### config.mk
export PLATFORM = sky130hd
export DESIGN_NAME = sts_ctrl
export DESIGN_NICKNAME = d
export VERILOG_FILES = /design/src/hdl/sts_pkg.sv /design/src/hdl/sts_ctrl.sv
export VERILOG_INCLUDE_DIRS = /design/src /design/src/hdl
export SDC_FILE = /design/constraint.sdc
export NUM_CORES = 1
export LEC_CHECK = 0
export BUFFER_PORTS_ARGS = -buffer_cell sky130_fd_sc_hd__buf_2
export CORE_AREA = 2 2 39 41
export DETAILED_ROUTE_END_ITERATION = 12
export DIE_AREA = 0 0 41 43
export GPL_TIMING_DRIVEN = 0
export HOLD_SLACK_MARGIN = 0.15
export PLACE_DENSITY_LB_ADDON = 0.05
export SYNTH_ARGS = -nofsm -noshare
export SYNTH_HDL_FRONTEND = slang
export SYNTH_SLANG_ARGS = --single-unit
### constraint.sdc
create_clock -name i_clk -period 2.25 [get_ports i_clk]
set_clock_uncertainty 0.2 [all_clocks]
set_input_delay 0.45 -clock i_clk [delete_from_list [all_inputs] [get_ports i_clk]]
set_output_delay 0.45 -clock i_clk [all_outputs]
set_load 0.03 [all_outputs]
### src/hdl/stable_two_key_sorter_assert.svh
// Assertion helpers shared by the sorter modules.
// Each expects i_clk and i_rst_n in the scope where it is used.
`ifndef STABLE_TWO_KEY_SORTER_ASSERT_SVH
`define STABLE_TWO_KEY_SORTER_ASSERT_SVH

// Same-cycle implication.
`define STS_ASSERT_NOW(lbl, ante, cons) \
    lbl: assert property (@(posedge i_clk) disable iff (!i_rst_n) \
        (ante) |-> (cons)) else $error("sorter check failed");

// Next-cycle implication.
`define STS_ASSERT_NEXT(lbl, ante, cons) \
    lbl: assert property (@(posedge i_clk) disable iff (!i_rst_n) \
        (ante) |=> (cons)) else $error("sorter check failed");

`endif

### src/hdl/sts_pkg.sv
package sts_pkg;

    localparam int LAYER_W  = 16;
    localparam int BRANCH_W = 10;
    localparam int TAG_W    = 16;
    localparam int KEY_W    = LAYER_W + BRANCH_W;

    typedef struct packed {
        logic [LAYER_W-1:0]  layer;
        logic [BRANCH_W-1:0] branch;
        logic [TAG_W-1:0]    tag;
    } t_entry;

    typedef enum logic {
        S_COLLECT,
        S_EMIT
    } t_state;

    typedef struct packed {
        logic insert;
        logic emit;
    } t_dp_cmd;

    typedef struct packed {
        logic one_left;
        logic empty;
    } t_dp_status;

endpackage

### src/hdl/sts_ctrl.sv
`include "stable_two_key_sorter_assert.svh"

module sts_ctrl (
    input  logic                i_clk,
    input  logic                i_rst_n,
    input  logic                i_in_valid,
    input  logic                i_batch_end,
    output logic                o_in_ready,
    output logic                o_out_valid,
    input  logic                i_out_ready,
    output sts_pkg::t_dp_cmd    o_cmd,
    input  sts_pkg::t_dp_status i_status
);

    sts_pkg::t_state r_state;
    sts_pkg::t_state n_state;
    logic            r_out_valid;
    logic            n_out_valid;
    logic            accept;
    logic            slot_free;

    assign slot_free = !r_out_valid || i_out_ready;

    always_ff @(posedge i_clk) begin
        if (!i_rst_n) begin
            r_state     <= sts_pkg::S_COLLECT;
            r_out_valid <= 1'b0;
        end else begin
            r_state     <= n_state;
            r_out_valid <= n_out_valid;
        end
    end

    always_comb begin
        n_state      = r_state;
        o_in_ready   = 1'b0;
        o_cmd.insert = 1'b0;
        o_cmd.emit   = 1'b0;
        accept       = 1'b0;
        unique case (r_state)
            sts_pkg::S_COLLECT: begin
                o_in_ready   = 1'b1;
                accept       = i_in_valid;
                o_cmd.insert = accept;
                if (accept && i_batch_end) begin
                    n_state = sts_pkg::S_EMIT;
                end
            end
            sts_pkg::S_EMIT: begin
                o_cmd.emit = slot_free;
                if (slot_free && i_status.one_left) begin
                    n_state = sts_pkg::S_COLLECT;
                end
            end
            default: begin
                n_state = sts_pkg::S_COLLECT;
            end
        endcase
        // Hold the result until the sink takes it.
        if (o_cmd.emit) begin
            n_out_valid = 1'b1;
        end else if (i_out_ready) begin
            n_out_valid = 1'b0;
        end else begin
            n_out_valid = r_out_valid;
        end
    end

    assign o_out_valid = r_out_valid;

    `STS_ASSERT_NOW(a_cmd_excl, o_cmd.insert, !o_cmd.emit)
    `STS_ASSERT_NEXT(a_end_starts_emit, accept && i_batch_end, r_state == sts_pkg::S_EMIT)
    `STS_ASSERT_NEXT(a_last_emit_returns, o_cmd.emit && i_status.one_left,
                     r_state == sts_pkg::S_COLLECT && r_out_valid)
    `STS_ASSERT_NOW(a_emit_has_data, r_state == sts_pkg::S_EMIT, !i_status.empty)

endmodule

==> flow_summary.json, run 1 <==
{
  "hold_buffers": 0,
  "rsz0062_at_grt": "no",
  "relSlewSlack": 0.8691,
  "synth_common_cells": "a21oi_1, dfxtp_1, inv_1",
  "cts_tree": "done",
  "synth_edf_count": 0,
  "synth_cell_types": 8,
  "cts_buffers": 3,
  "drcViolationCount": 0,
  "post-route-util": 0.1374,
  "synth_largest_area_cell": "dfxtp_1",
  "area_delta_synth_final_pct": 85.37,
  "worst_slew_pin_slew_ns": 0.1950,
  "p_int_mw": 0.1093,
  "comb_power_share": 0.198,
  "post-cts-setup-buffers": 0,
  "maxCapViolations": 0,
  "setup_viol": 0,
  "crit_type": "input pin to output port",
  "clock_path_buffers": 2,
  "pre_cts_ws_ns": 0.4454,
  "root_buffer": "clkbuf_4",
  "synthTopCellsByArea": "dfxtp_1, nand2b_4, a21oi_1",
  "cts.sinks": 2,
  "grt_antenna_before_repair": 0,
  "synth_nets": 18,
  "synth_area_per_cell_sq_um": 9.327,
  "fillCellCount": 168,
  "via_count": 116,
  "dr.pass1.iters": 1,
  "final.setup.worst_slack_ns": 0.4524,
  "synth.cell_area_sq_um": 102.6,
  "regArea_sq_um": 40.04,
  "portBuffers": 9,
  "critical-path-max-stage-delay_ns": 0.18,
  "cts.clk_slew.worst_paths_ns": 0.03,
  "yosys.area.top_type_share": 0.3902,
  "clk_latency_ns": 0.22,
  "slowest_stage": "and2_2",
  "power.switching_mw": 0.03718,
  "wl_per_cell_microns": 7.103,
  "ctsResizeCount": 0,
  "outcome": "finished, final reports clean",
  "start_util": 0.07414,
  "fin_crit_sh": 0.7989,
  "hold_viol_final": 0,
  "syn_inst": 11,
  "cp-end-kind": "output port",
  "first_global_vias": 121,
  "crit_fanout": 3,
  "wl_microns": 277,
  "row_count": 14,
  "dp_hpwl_microns": 234,
  "grt_util_all_layers": 0.04600,
  "ant_nets": 0,
  "synthArstFlopShare": 0,
  "power_frac_clock": 0.525,
  "cpMostUsedCell": "buf_2",
  "drt_iter0_markers": 0,
  "grt_pass1_wl_microns": 483,
  "grt_overflow": 0,
  "finalCriticalPeriod_ns": 1.798,
  "diodes": 0,
  "die_w_microns": 41,
  "final_layout_size_suffix_gt1_frac": 0.6522,
  "via_per_inst": 2.974,
  "required_ns": 1.60,
  "synth_ff_type": "dfxtp_1",
  "setup_tns_ns": 0,
  "dieArea_sq_um": 1763,
  "die_height_microns": 43,
  "seq_area_frac_synth": 0.3902,
  "htree_levels": 1,
  "final_nets": 32,
  "arrival_ns": 1.15,
  "grt_max_degree": 6,
  "start_kind": "input pin",
  "maxSlewViolCount": 0,
  "fp.coreArea_sq_um": 1384,
  "synth_seq_cells": 2,
  "sequentialPowerShare": 0.277,
  "path_cells": "buf_2 > nand2b_4 > and2_2 > buf_4 > buf_2",
  "yosysWarnings": 0,
  "gp_congestion": 0.5483,
  "p_leak_nw": 0.09808,
  "worstHoldPathType": "input pin to flop",
  "power_density_nw_per_um2": 770.4,
  "multi_input_area_sq_um": 47.55,
  "max_freq_ghz": 0.5563,
  "switching_share": 0.2537,
  "num_io_pins": 11,
  "vdd_drop_max_v": 0.0001257
}
[final timing paths]
| kind | startpoint | endpoint | slack (ns) | cells past startpoint |
|---|---|---|---|---|
| min | i_status[1] | r_state$_SDFF_PN0_ | 0.23 | 2 |
| min reg2reg | o_out_valid$_SDFFE_PN0P_ | o_out_valid$_SDFFE_PN0P_ | 0.30 | 2 |
| max | i_out_ready | o_cmd[0] | 0.45 | 5 |
| max reg2reg | o_out_valid$_SDFFE_PN0P_ | r_state$_SDFF_PN0_ | 1.29 | 2 |
[registers in the layout, summed over array words and instances (netlist names)]
| register | cells |
|---|---|
| o_out_valid | 1 |
| r_state | 1 |
[power by group through the flow]
stage | combinational (mW) | clock (mW) | sequential [mW]
detailed placement | 0.0296 | 0 | 0.0411
CTS | 0.0296 | 0.0834 | 0.0406
finish | 0.0290 | 0.0770 | 0.0406
global route | 0.0316 | 0.0889 | 0.0411
floorplan | 0.0173 | 0 | 0.0428
global placement | 0.0294 | 0 | 0.0412
[area by class of cell]
class / count / share of cell area
repair buffers: 9 / 0.2368
clock buffers: 3 / 0.1184
flip-flops and latches: 2 / 0.2105
plain buffers: 1 / 0.03947
inverters: 2 / 0.03947
well taps: 16 / 0.1053
multi-input cells: 6 / 0.2500
[cell usage in the layout, fill, tap and decap left out]
| master | instances |
|---|---|
| a21oi_1 | 2 |
| a311oi_1 | 1 |
| and2_2 | 1 |
| and2b_1 | 1 |
| buf_2 | 9 |
| buf_4 | 1 |
| clkbuf_4 | 3 |
| dfxtp_1 | 2 |
| inv_1 | 2 |
| nand2b_4 | 1 |
[worst max-delay path, delay by kind of cell]
family	cells	cell delay, ns
and+or+nand+nor	2	0.31
buffers and inverters	3	0.38
[cell families after synthesis]
logic type,synth area share
buffers and inverters,0.1464
flip-flops,0.3903
AND/OR/NAND/NOR,0.2805
AO/OA/AOI/OAI,0.1829
[routing by layer]
metal	share of wire	up-vias	global-route usage
met5	0	-	0
met4	0	0	0.06000
met3	0.079	0	0.03141
met2	0.54	4	0.05000
met1	0.38	52	0.04762
li1	-	60	-
[through the flow]
stage | instance area (sq um) | cells | power, mW | hold slack [ns]
final | 190.2 | 39 | 0.1465 | 0.2302
after global routing | 190.2 | 39 | 0.1617 | 0.2417
after CTS | 190.2 | 39 | 0.1537 | 0.2204
after detailed placement | 167.7 | 36 | 0.07066 | 0.3025
after global placement | 167.7 | 36 | 0.07068 | 0.3072
after floorplan | 102.6 | 11 | 0.06016 | 0.2741
No activity file was read; power rests on OpenSTA's default activity.
==> run 2, diff against run 1 <==
--- a/config.mk
+++ b/config.mk
@@ -6,6 +6,7 @@
 export SDC_FILE = /design/constraint.sdc
 export NUM_CORES = 1
 export LEC_CHECK = 0
+export ABC_AREA = 1
 export BUFFER_PORTS_ARGS = -buffer_cell sky130_fd_sc_hd__buf_2
 export CORE_AREA = 2 2 39 41
 export DETAILED_ROUTE_END_ITERATION = 12
==> constraint.sdc (replaced) <==
create_clock -name i_clk -period 1.5 [get_ports i_clk]
set_clock_uncertainty 0.2 [all_clocks]
set_input_delay 0.3 -clock i_clk [delete_from_list [all_inputs] [get_ports i_clk]]
set_output_delay 0.3 -clock i_clk [all_outputs]
set_load 0.03 [all_outputs]
==> run 2 against run 1 <==
Effect of this change: routed wire length up 10%; utilization up 3.0 points; critical path depth down 1; final cell count is 18% higher; first-iteration DRC count grew 2; highest routed layer unchanged; setup slack worse by 0.39 ns; sequential cell count unchanged; total power increased by 56%; sequential share of layout area decreased by 3.2 points; via count grew 23%.
==> flow_summary.json, run 2 <==
{
  "outcome": "finished, final reports clean",
  "seq_area_frac_synth": 0.3902,
  "fin_crit_sh": 0.9598,
  "hold_viol_final": 0,
  "crit_family": "flip-flops",
  "rsz0062_at_grt": "no",
  "path_buf_inv": 3,
  "cp-end-kind": "output port",
  "grt_max_degree": 4,
  "area_delta_synth_final_pct": 125.6,
  "layout_common_cells": "buf_2, nand2_1, inv_1, clkbuf_4, dlygate4sd3_1",
  "grt_pass1_wl_microns": 483,
  "cts.sinks": 2,
  "synth_ff_type": "dfxtp_1",
  "r2r_setup_slack_ns": 0.57,
  "start_kind": "flop",
  "via_per_inst": 3.109,
  "holdPathEnd": "o_out_valid$_SDFFE_PN0P_",
  "final_layout_size_suffix_gt1_frac": 0.6000,
  "setup_tns_ns": 0,
  "wl_microns": 306,
  "synth_cell_types": 7,
  "clk_latency_ns": 0.23,
  "grt_util_all_layers": 0.04709,
  "post-cts-setup-buffers": 0,
  "synthTopCellsByArea": "dfxtp_1, inv_1, nand2_1",
  "fp.coreArea_sq_um": 1384,
  "yosys.area.top_type_share": 0.3902,
  "crit_fanout": 3,
  "grt_antenna_before_repair": 0,
  "die_w_microns": 41,
  "hold_depth": 4,
  "cts_tree": "done",
  "gp_congestion": 0.5334,
  "final_common_cell": "buf_2",
  "path_cells": "inv_2 > a21oi_2 > buf_4 > buf_6",
  "synth_edf_count": 0,
  "ant_nets": 0,
  "cts.clk_slew.worst_paths_ns": 0.03,
  "required_ns": 1.00,
  "crit_type": "flop to output port",
  "hp-start": "i_out_ready",
  "maxSlewViolCount": 0,
  "synth_largest_area_cell": "dfxtp_1",
  "synth_seq_cells": 2,
  "yosysWarnings": 0,
  "drt_iter0_markers": 2,
  "num_io_pins": 11,
  "grt_overflow": 0,
  "dieArea_sq_um": 1763,
  "max_freq_ghz": 0.6946,
  "row_count": 14,
  "m1WireLength_microns": 114,
  "via_count": 143,
  "fin_hold_ws_ns": 0.1837,
  "worst_slew_pin_slew_ns": 0.1603,
  "diodes": 0,
  "met3_wirelength_microns": 37,
  "slowest_stage": "dfxtp_2",
  "dr_wl_met2_microns": 154,
  "syn_inst": 15,
  "portBuffers": 9,
  "maxUsedRoutingLayer": "met3",
  "synth_area_per_cell_sq_um": 6.840,
  "first_global_vias": 139,
  "clock_path_buffers": 2,
  "relSlewSlack": 0.8938,
  "dr.pass1.iters": 4,
  "wl_per_cell_microns": 6.652,
  "htree_levels": 1,
  "vdd_drop_max_v": 0.0002305,
  "drcViolationCount": 0,
  "synth_nets": 22,
  "p_leak_nw": 0.1185,
  "p_total_mw": 0.2292,
  "r2r-end": "r_state$_SDFF_PN0_",
  "maxCapViolations": 0,
  "synthArstFlopShare": 0,
  "root_buffer": "clkbuf_4",
  "synth.cell_area_sq_um": 102.6,
  "worstHoldPathType": "input pin to flop",
  "r2r_start": "o_out_valid$_SDFFE_PN0P_",
  "worstRegToRegCells": 4,
  "setup_viol": 0,
  "die_height_microns": 43,
  "cts_buffers": 3,
  "synth_common_cells": "inv_1, nand2_1, a21oi_1, dfxtp_1",
  "final_nets": 39,
  "critical-path-max-stage-delay_ns": 0.35,
  "arrival_ns": 0.94,
  "power_density_nw_per_um2": 990.2,
  "finalCriticalPeriod_ns": 1.440,
  "start_util": 0.07414
}
[run 2: worst reg2reg max path, cell delays in order, from the launching register on]
cell and delay (ns):
dfxtp_1 0.35, nand2_1 0.09, nand2_1 0.06, nand2_1 0.06, a21oi_2 0.11
[run 2: stage by stage]
stage,instances,utilization,area (sq um),worst slack (ns)
3_3_place_gp,40,0.1212,167.7,0.1488
5_1_grt,46,0.1673,231.5,0.008868
4_1_cts,46,0.1646,227.7,0.01008
6_report,46,0.1673,231.5,0.06037
2_1_floorplan,15,-,102.6,0.1896
3_5_place_dp,40,0.1212,167.7,0.1484
[run 2: cells by family (layout without fill, tap and decap cells)]
| kind of cell | after synthesis | count (layout) | share of synthesized area |
|---|---|---|---|
| compound gates | 3 | 3 | 0.1829 |
| buf+inv | 5 | 20 | 0.2195 |
| flops | 2 | 2 | 0.3903 |
| simple gates | 5 | 5 | 0.2073 |
[run 2: repair_timing]
action                                  4_1_cts  5_1_grt
gates resized for setup                       4        1
endpoints found under the hold margin         2        0
hold buffers                                  3        0
endpoints found under the setup margin        1        1
[run 2: how the worst max path moves through the flow]
stage	slack (ns)	startpoint	to	cells after the start
after detailed placement	0.15	r_state$_SDFF_PN0_	o_cmd[0]	4
after floorplan	0.19	r_state$_SDFF_PN0_	o_cmd[0]	3
after CTS	0.01	r_state$_SDFF_PN0_	o_cmd[0]	4
after global placement	0.15	r_state$_SDFF_PN0_	o_cmd[0]	4
final	0.06	r_state$_SDFF_PN0_	o_cmd[0]	4
after global routing	0.009	r_state$_SDFF_PN0_	o_cmd[0]	4
[run 2: report_power, final]
group          switching (mW)  leakage (nW)  internal, mW
Sequential            0.00296        0.0168        0.0569
Combinational          0.0257        0.0879        0.0222
Clock                  0.0329        0.0138        0.0886
Total                  0.0615         0.119         0.168
[run 2: routing by layer]
metal | global-route usage | up-vias
met4 | 0.08000 | 0
met1 | 0.04153 | 62
li1 | - | 74
met5 | 0 | -
met3 | 0.01571 | 0
met2 | 0.05938 | 7
[run 2: layout make-up]
type | instances | area, sq um
fillers | 163 | 1152
repair buffers | 12 | 81.33
multi-input cells | 8 | 43.79
flip-flops and latches | 2 | 41.29
clock buffers | 3 | 22.52
well taps | 16 | 20.02
inverters | 4 | 15.01
plain buffers | 1 | 7.507
==> run 3, diff against run 2 <==
--- a/config.mk
+++ b/config.mk
@@ -9,9 +9,9 @@
 export ABC_AREA = 1
 export BUFFER_PORTS_ARGS = -buffer_cell sky130_fd_sc_hd__buf_2
 export CORE_AREA = 2 2 39 41
+export CTS_CLUSTER_SIZE = 24
 export DETAILED_ROUTE_END_ITERATION = 12
 export DIE_AREA = 0 0 41 43
-export GPL_TIMING_DRIVEN = 0
 export HOLD_SLACK_MARGIN = 0.15
 export PLACE_DENSITY_LB_ADDON = 0.05
 export SYNTH_ARGS = -nofsm -noshare
==> run 3 against run 2 <==
Effect of this change: first-iteration DRC count is the same; fmax grew 1.3%; critical path depth fell by 1; sequential cell count did not move; combinational power down 9.0%; via count is 9.8% lower; highest routed layer unchanged; critical endpoint unchanged.
==> flow_summary.json, run 3 (synthesized netlist as in run 2, its figures left out) <==
{
  "outcome": "finished, final reports clean",
  "path_cells": "inv_1 > a21oi_1 > buf_4",
  "dp.cells": 39,
  "via_per_inst": 2.867,
  "row_count": 14,
  "diodes": 0,
  "finalCriticalPeriod_ns": 1.421,
  "setup_tns_ns": 0,
  "grt_overflow": 0,
  "fin_cells": 45,
  "cts.clk_slew.worst_paths_ns": 0.03,
  "switching_share": 0.2624,
  "required_ns": 1.00,
  "cp-end-kind": "output port",
  "power_frac_clock": 0.537,
  "grt_pass1_wl_microns": 476,
  "p_leak_nw": 0.1128,
  "power.switching_mw": 0.05844,
  "critical-path-max-stage-delay_ns": 0.34,
  "vdd_drop_max_v": 0.0001216,
  "grt_antenna_before_repair": 0,
  "drcViolationCount": 0,
  "dieArea_sq_um": 1763,
  "crit_family": "flip-flops",
  "wl_per_cell_microns": 6.733,
  "arrival_ns": 0.92,
  "comb_power_share": 0.195,
  "die_height_microns": 43,
  "die_w_microns": 41,
  "clk_latency_ns": 0.22,
  "portBuffers": 9,
  "final_common_cell": "buf_2",
  "final_nets": 38,
  "post-cts-setup-buffers": 0,
  "dr.pass1.iters": 2,
  "maxCapViolations": 0,
  "sequentialPowerShare": 0.268,
  "slowest_stage": "dfxtp_2",
  "cts.sinks": 2,
  "drt_iter0_markers": 2,
  "wl_microns": 303,
  "fp.coreArea_sq_um": 1384,
  "worstHoldPathType": "input pin to flop",
  "max_freq_ghz": 0.7040,
  "worst_slew_pin_slew_ns": 0.1572,
  "maxSlewViolCount": 0,
  "htree_levels": 1,
  "start_util": 0.07414,
  "first_global_vias": 145,
  "crit_type": "flop to output port",
  "crit_fanout": 3,
  "r2r_setup_slack_ns": 0.59,
  "final_layout_size_suffix_gt1_frac": 0.5172,
  "area_delta_synth_final_pct": 111.0,
  "power_density_nw_per_um2": 1029,
  "clock_path_buffers": 2,
  "fin_crit_sh": 0.9470,
  "cts_buffers": 3,
  "num_io_pins": 11,
  "hold_viol_final": 0,
  "p_int_mw": 0.1643,
  "relSlewSlack": 0.8959,
  "ant_nets": 0,
  "gp_congestion": 0.5310,
  "via_count": 129,
  "root_buffer": "clkbuf_4",
  "rsz0062_at_grt": "no",
  "cts_tree": "done",
  "grt_util_all_layers": 0.04605,
  "layout_common_cells": "buf_2, inv_1, nand2_1",
  "path_buf_inv": 2,
  "grt_max_degree": 4,
  "start_kind": "flop",
  "fillCellCount": 165,
  "setup_viol": 0
}
-- run 3: cell count changes in the layout (fill, tap and decap cells not counted), sizes merged --
cell | previous run | this run
buf | 10 | 9
-- run 3: final timing paths --
path | startpoint | endpoint | cells after the start
max | r_state$_SDFF_PN0_ | o_cmd[0] | 3
min | i_out_ready | o_out_valid$_SDFFE_PN0P_ | 4
max reg2reg | o_out_valid$_SDFFE_PN0P_ | r_state$_SDFF_PN0_ | 4
min reg2reg | r_state$_SDFF_PN0_ | r_state$_SDFF_PN0_ | 2
-- run 3: per-stage QoR --
step	hold slack, ns	power (mW)	setup WS (ns)	instance area [sq um]	utilization
3_5_place_dp	0.3076	0.09697	0.2449	160.2	0.1157
2_1_floorplan	0.2402	0.08498	0.1896	102.6	-
6_report	0.1785	0.2227	0.07950	216.5	0.1564
3_3_place_gp	0.3146	0.09707	0.2442	160.2	0.1157
4_1_cts	0.1711	0.2350	0.006399	215.2	0.1555
5_1_grt	0.2194	0.2408	0.01805	216.5	0.1564
-- run 3: routing by layer --
metal  part of all wire  GRT usage
met1               0.44    0.04140
met2               0.48    0.05625
met3              0.073    0.01571
met4                  0    0.08000
met5                  0          0
-- run 3: cell type report --
cell class,count,area (sq um),area share
repair buffers,12,77.57,0.3584
well taps,16,20.02,0.09249
flip-flops and latches,2,41.29,0.1908
inverters,4,15.01,0.06936
clock buffers,3,22.52,0.1040
multi-input cells,8,40.04,0.1850
-- run 3: timing repair --
| item | 4_1_cts | 5_1_grt |
|---|---|---|
| resized for setup | 1 | 1 |
| hold buffers | 3 | 0 |
| endpoints found under the setup margin | 1 | 1 |
| endpoints found under the hold margin | 2 | 0 |
-- run 3: worst register-to-register path: stages, from the launching register on --
cell and delay (ns):
dfxtp_1 0.34, nand2_1 0.08, nand2_1 0.06, nand2_1 0.05, a21oi_2 0.11
-- run 3: power by group through the flow --
stage	Sequential, mW	Clock [mW]	Combinational, mW
global placement	0.0600	0	0.0370
global route	0.0599	0.132	0.0488
finish	0.0596	0.120	0.0435
CTS	0.0593	0.132	0.0439
floorplan	0.0619	0	0.0231
detailed placement	0.0600	0	0.0370
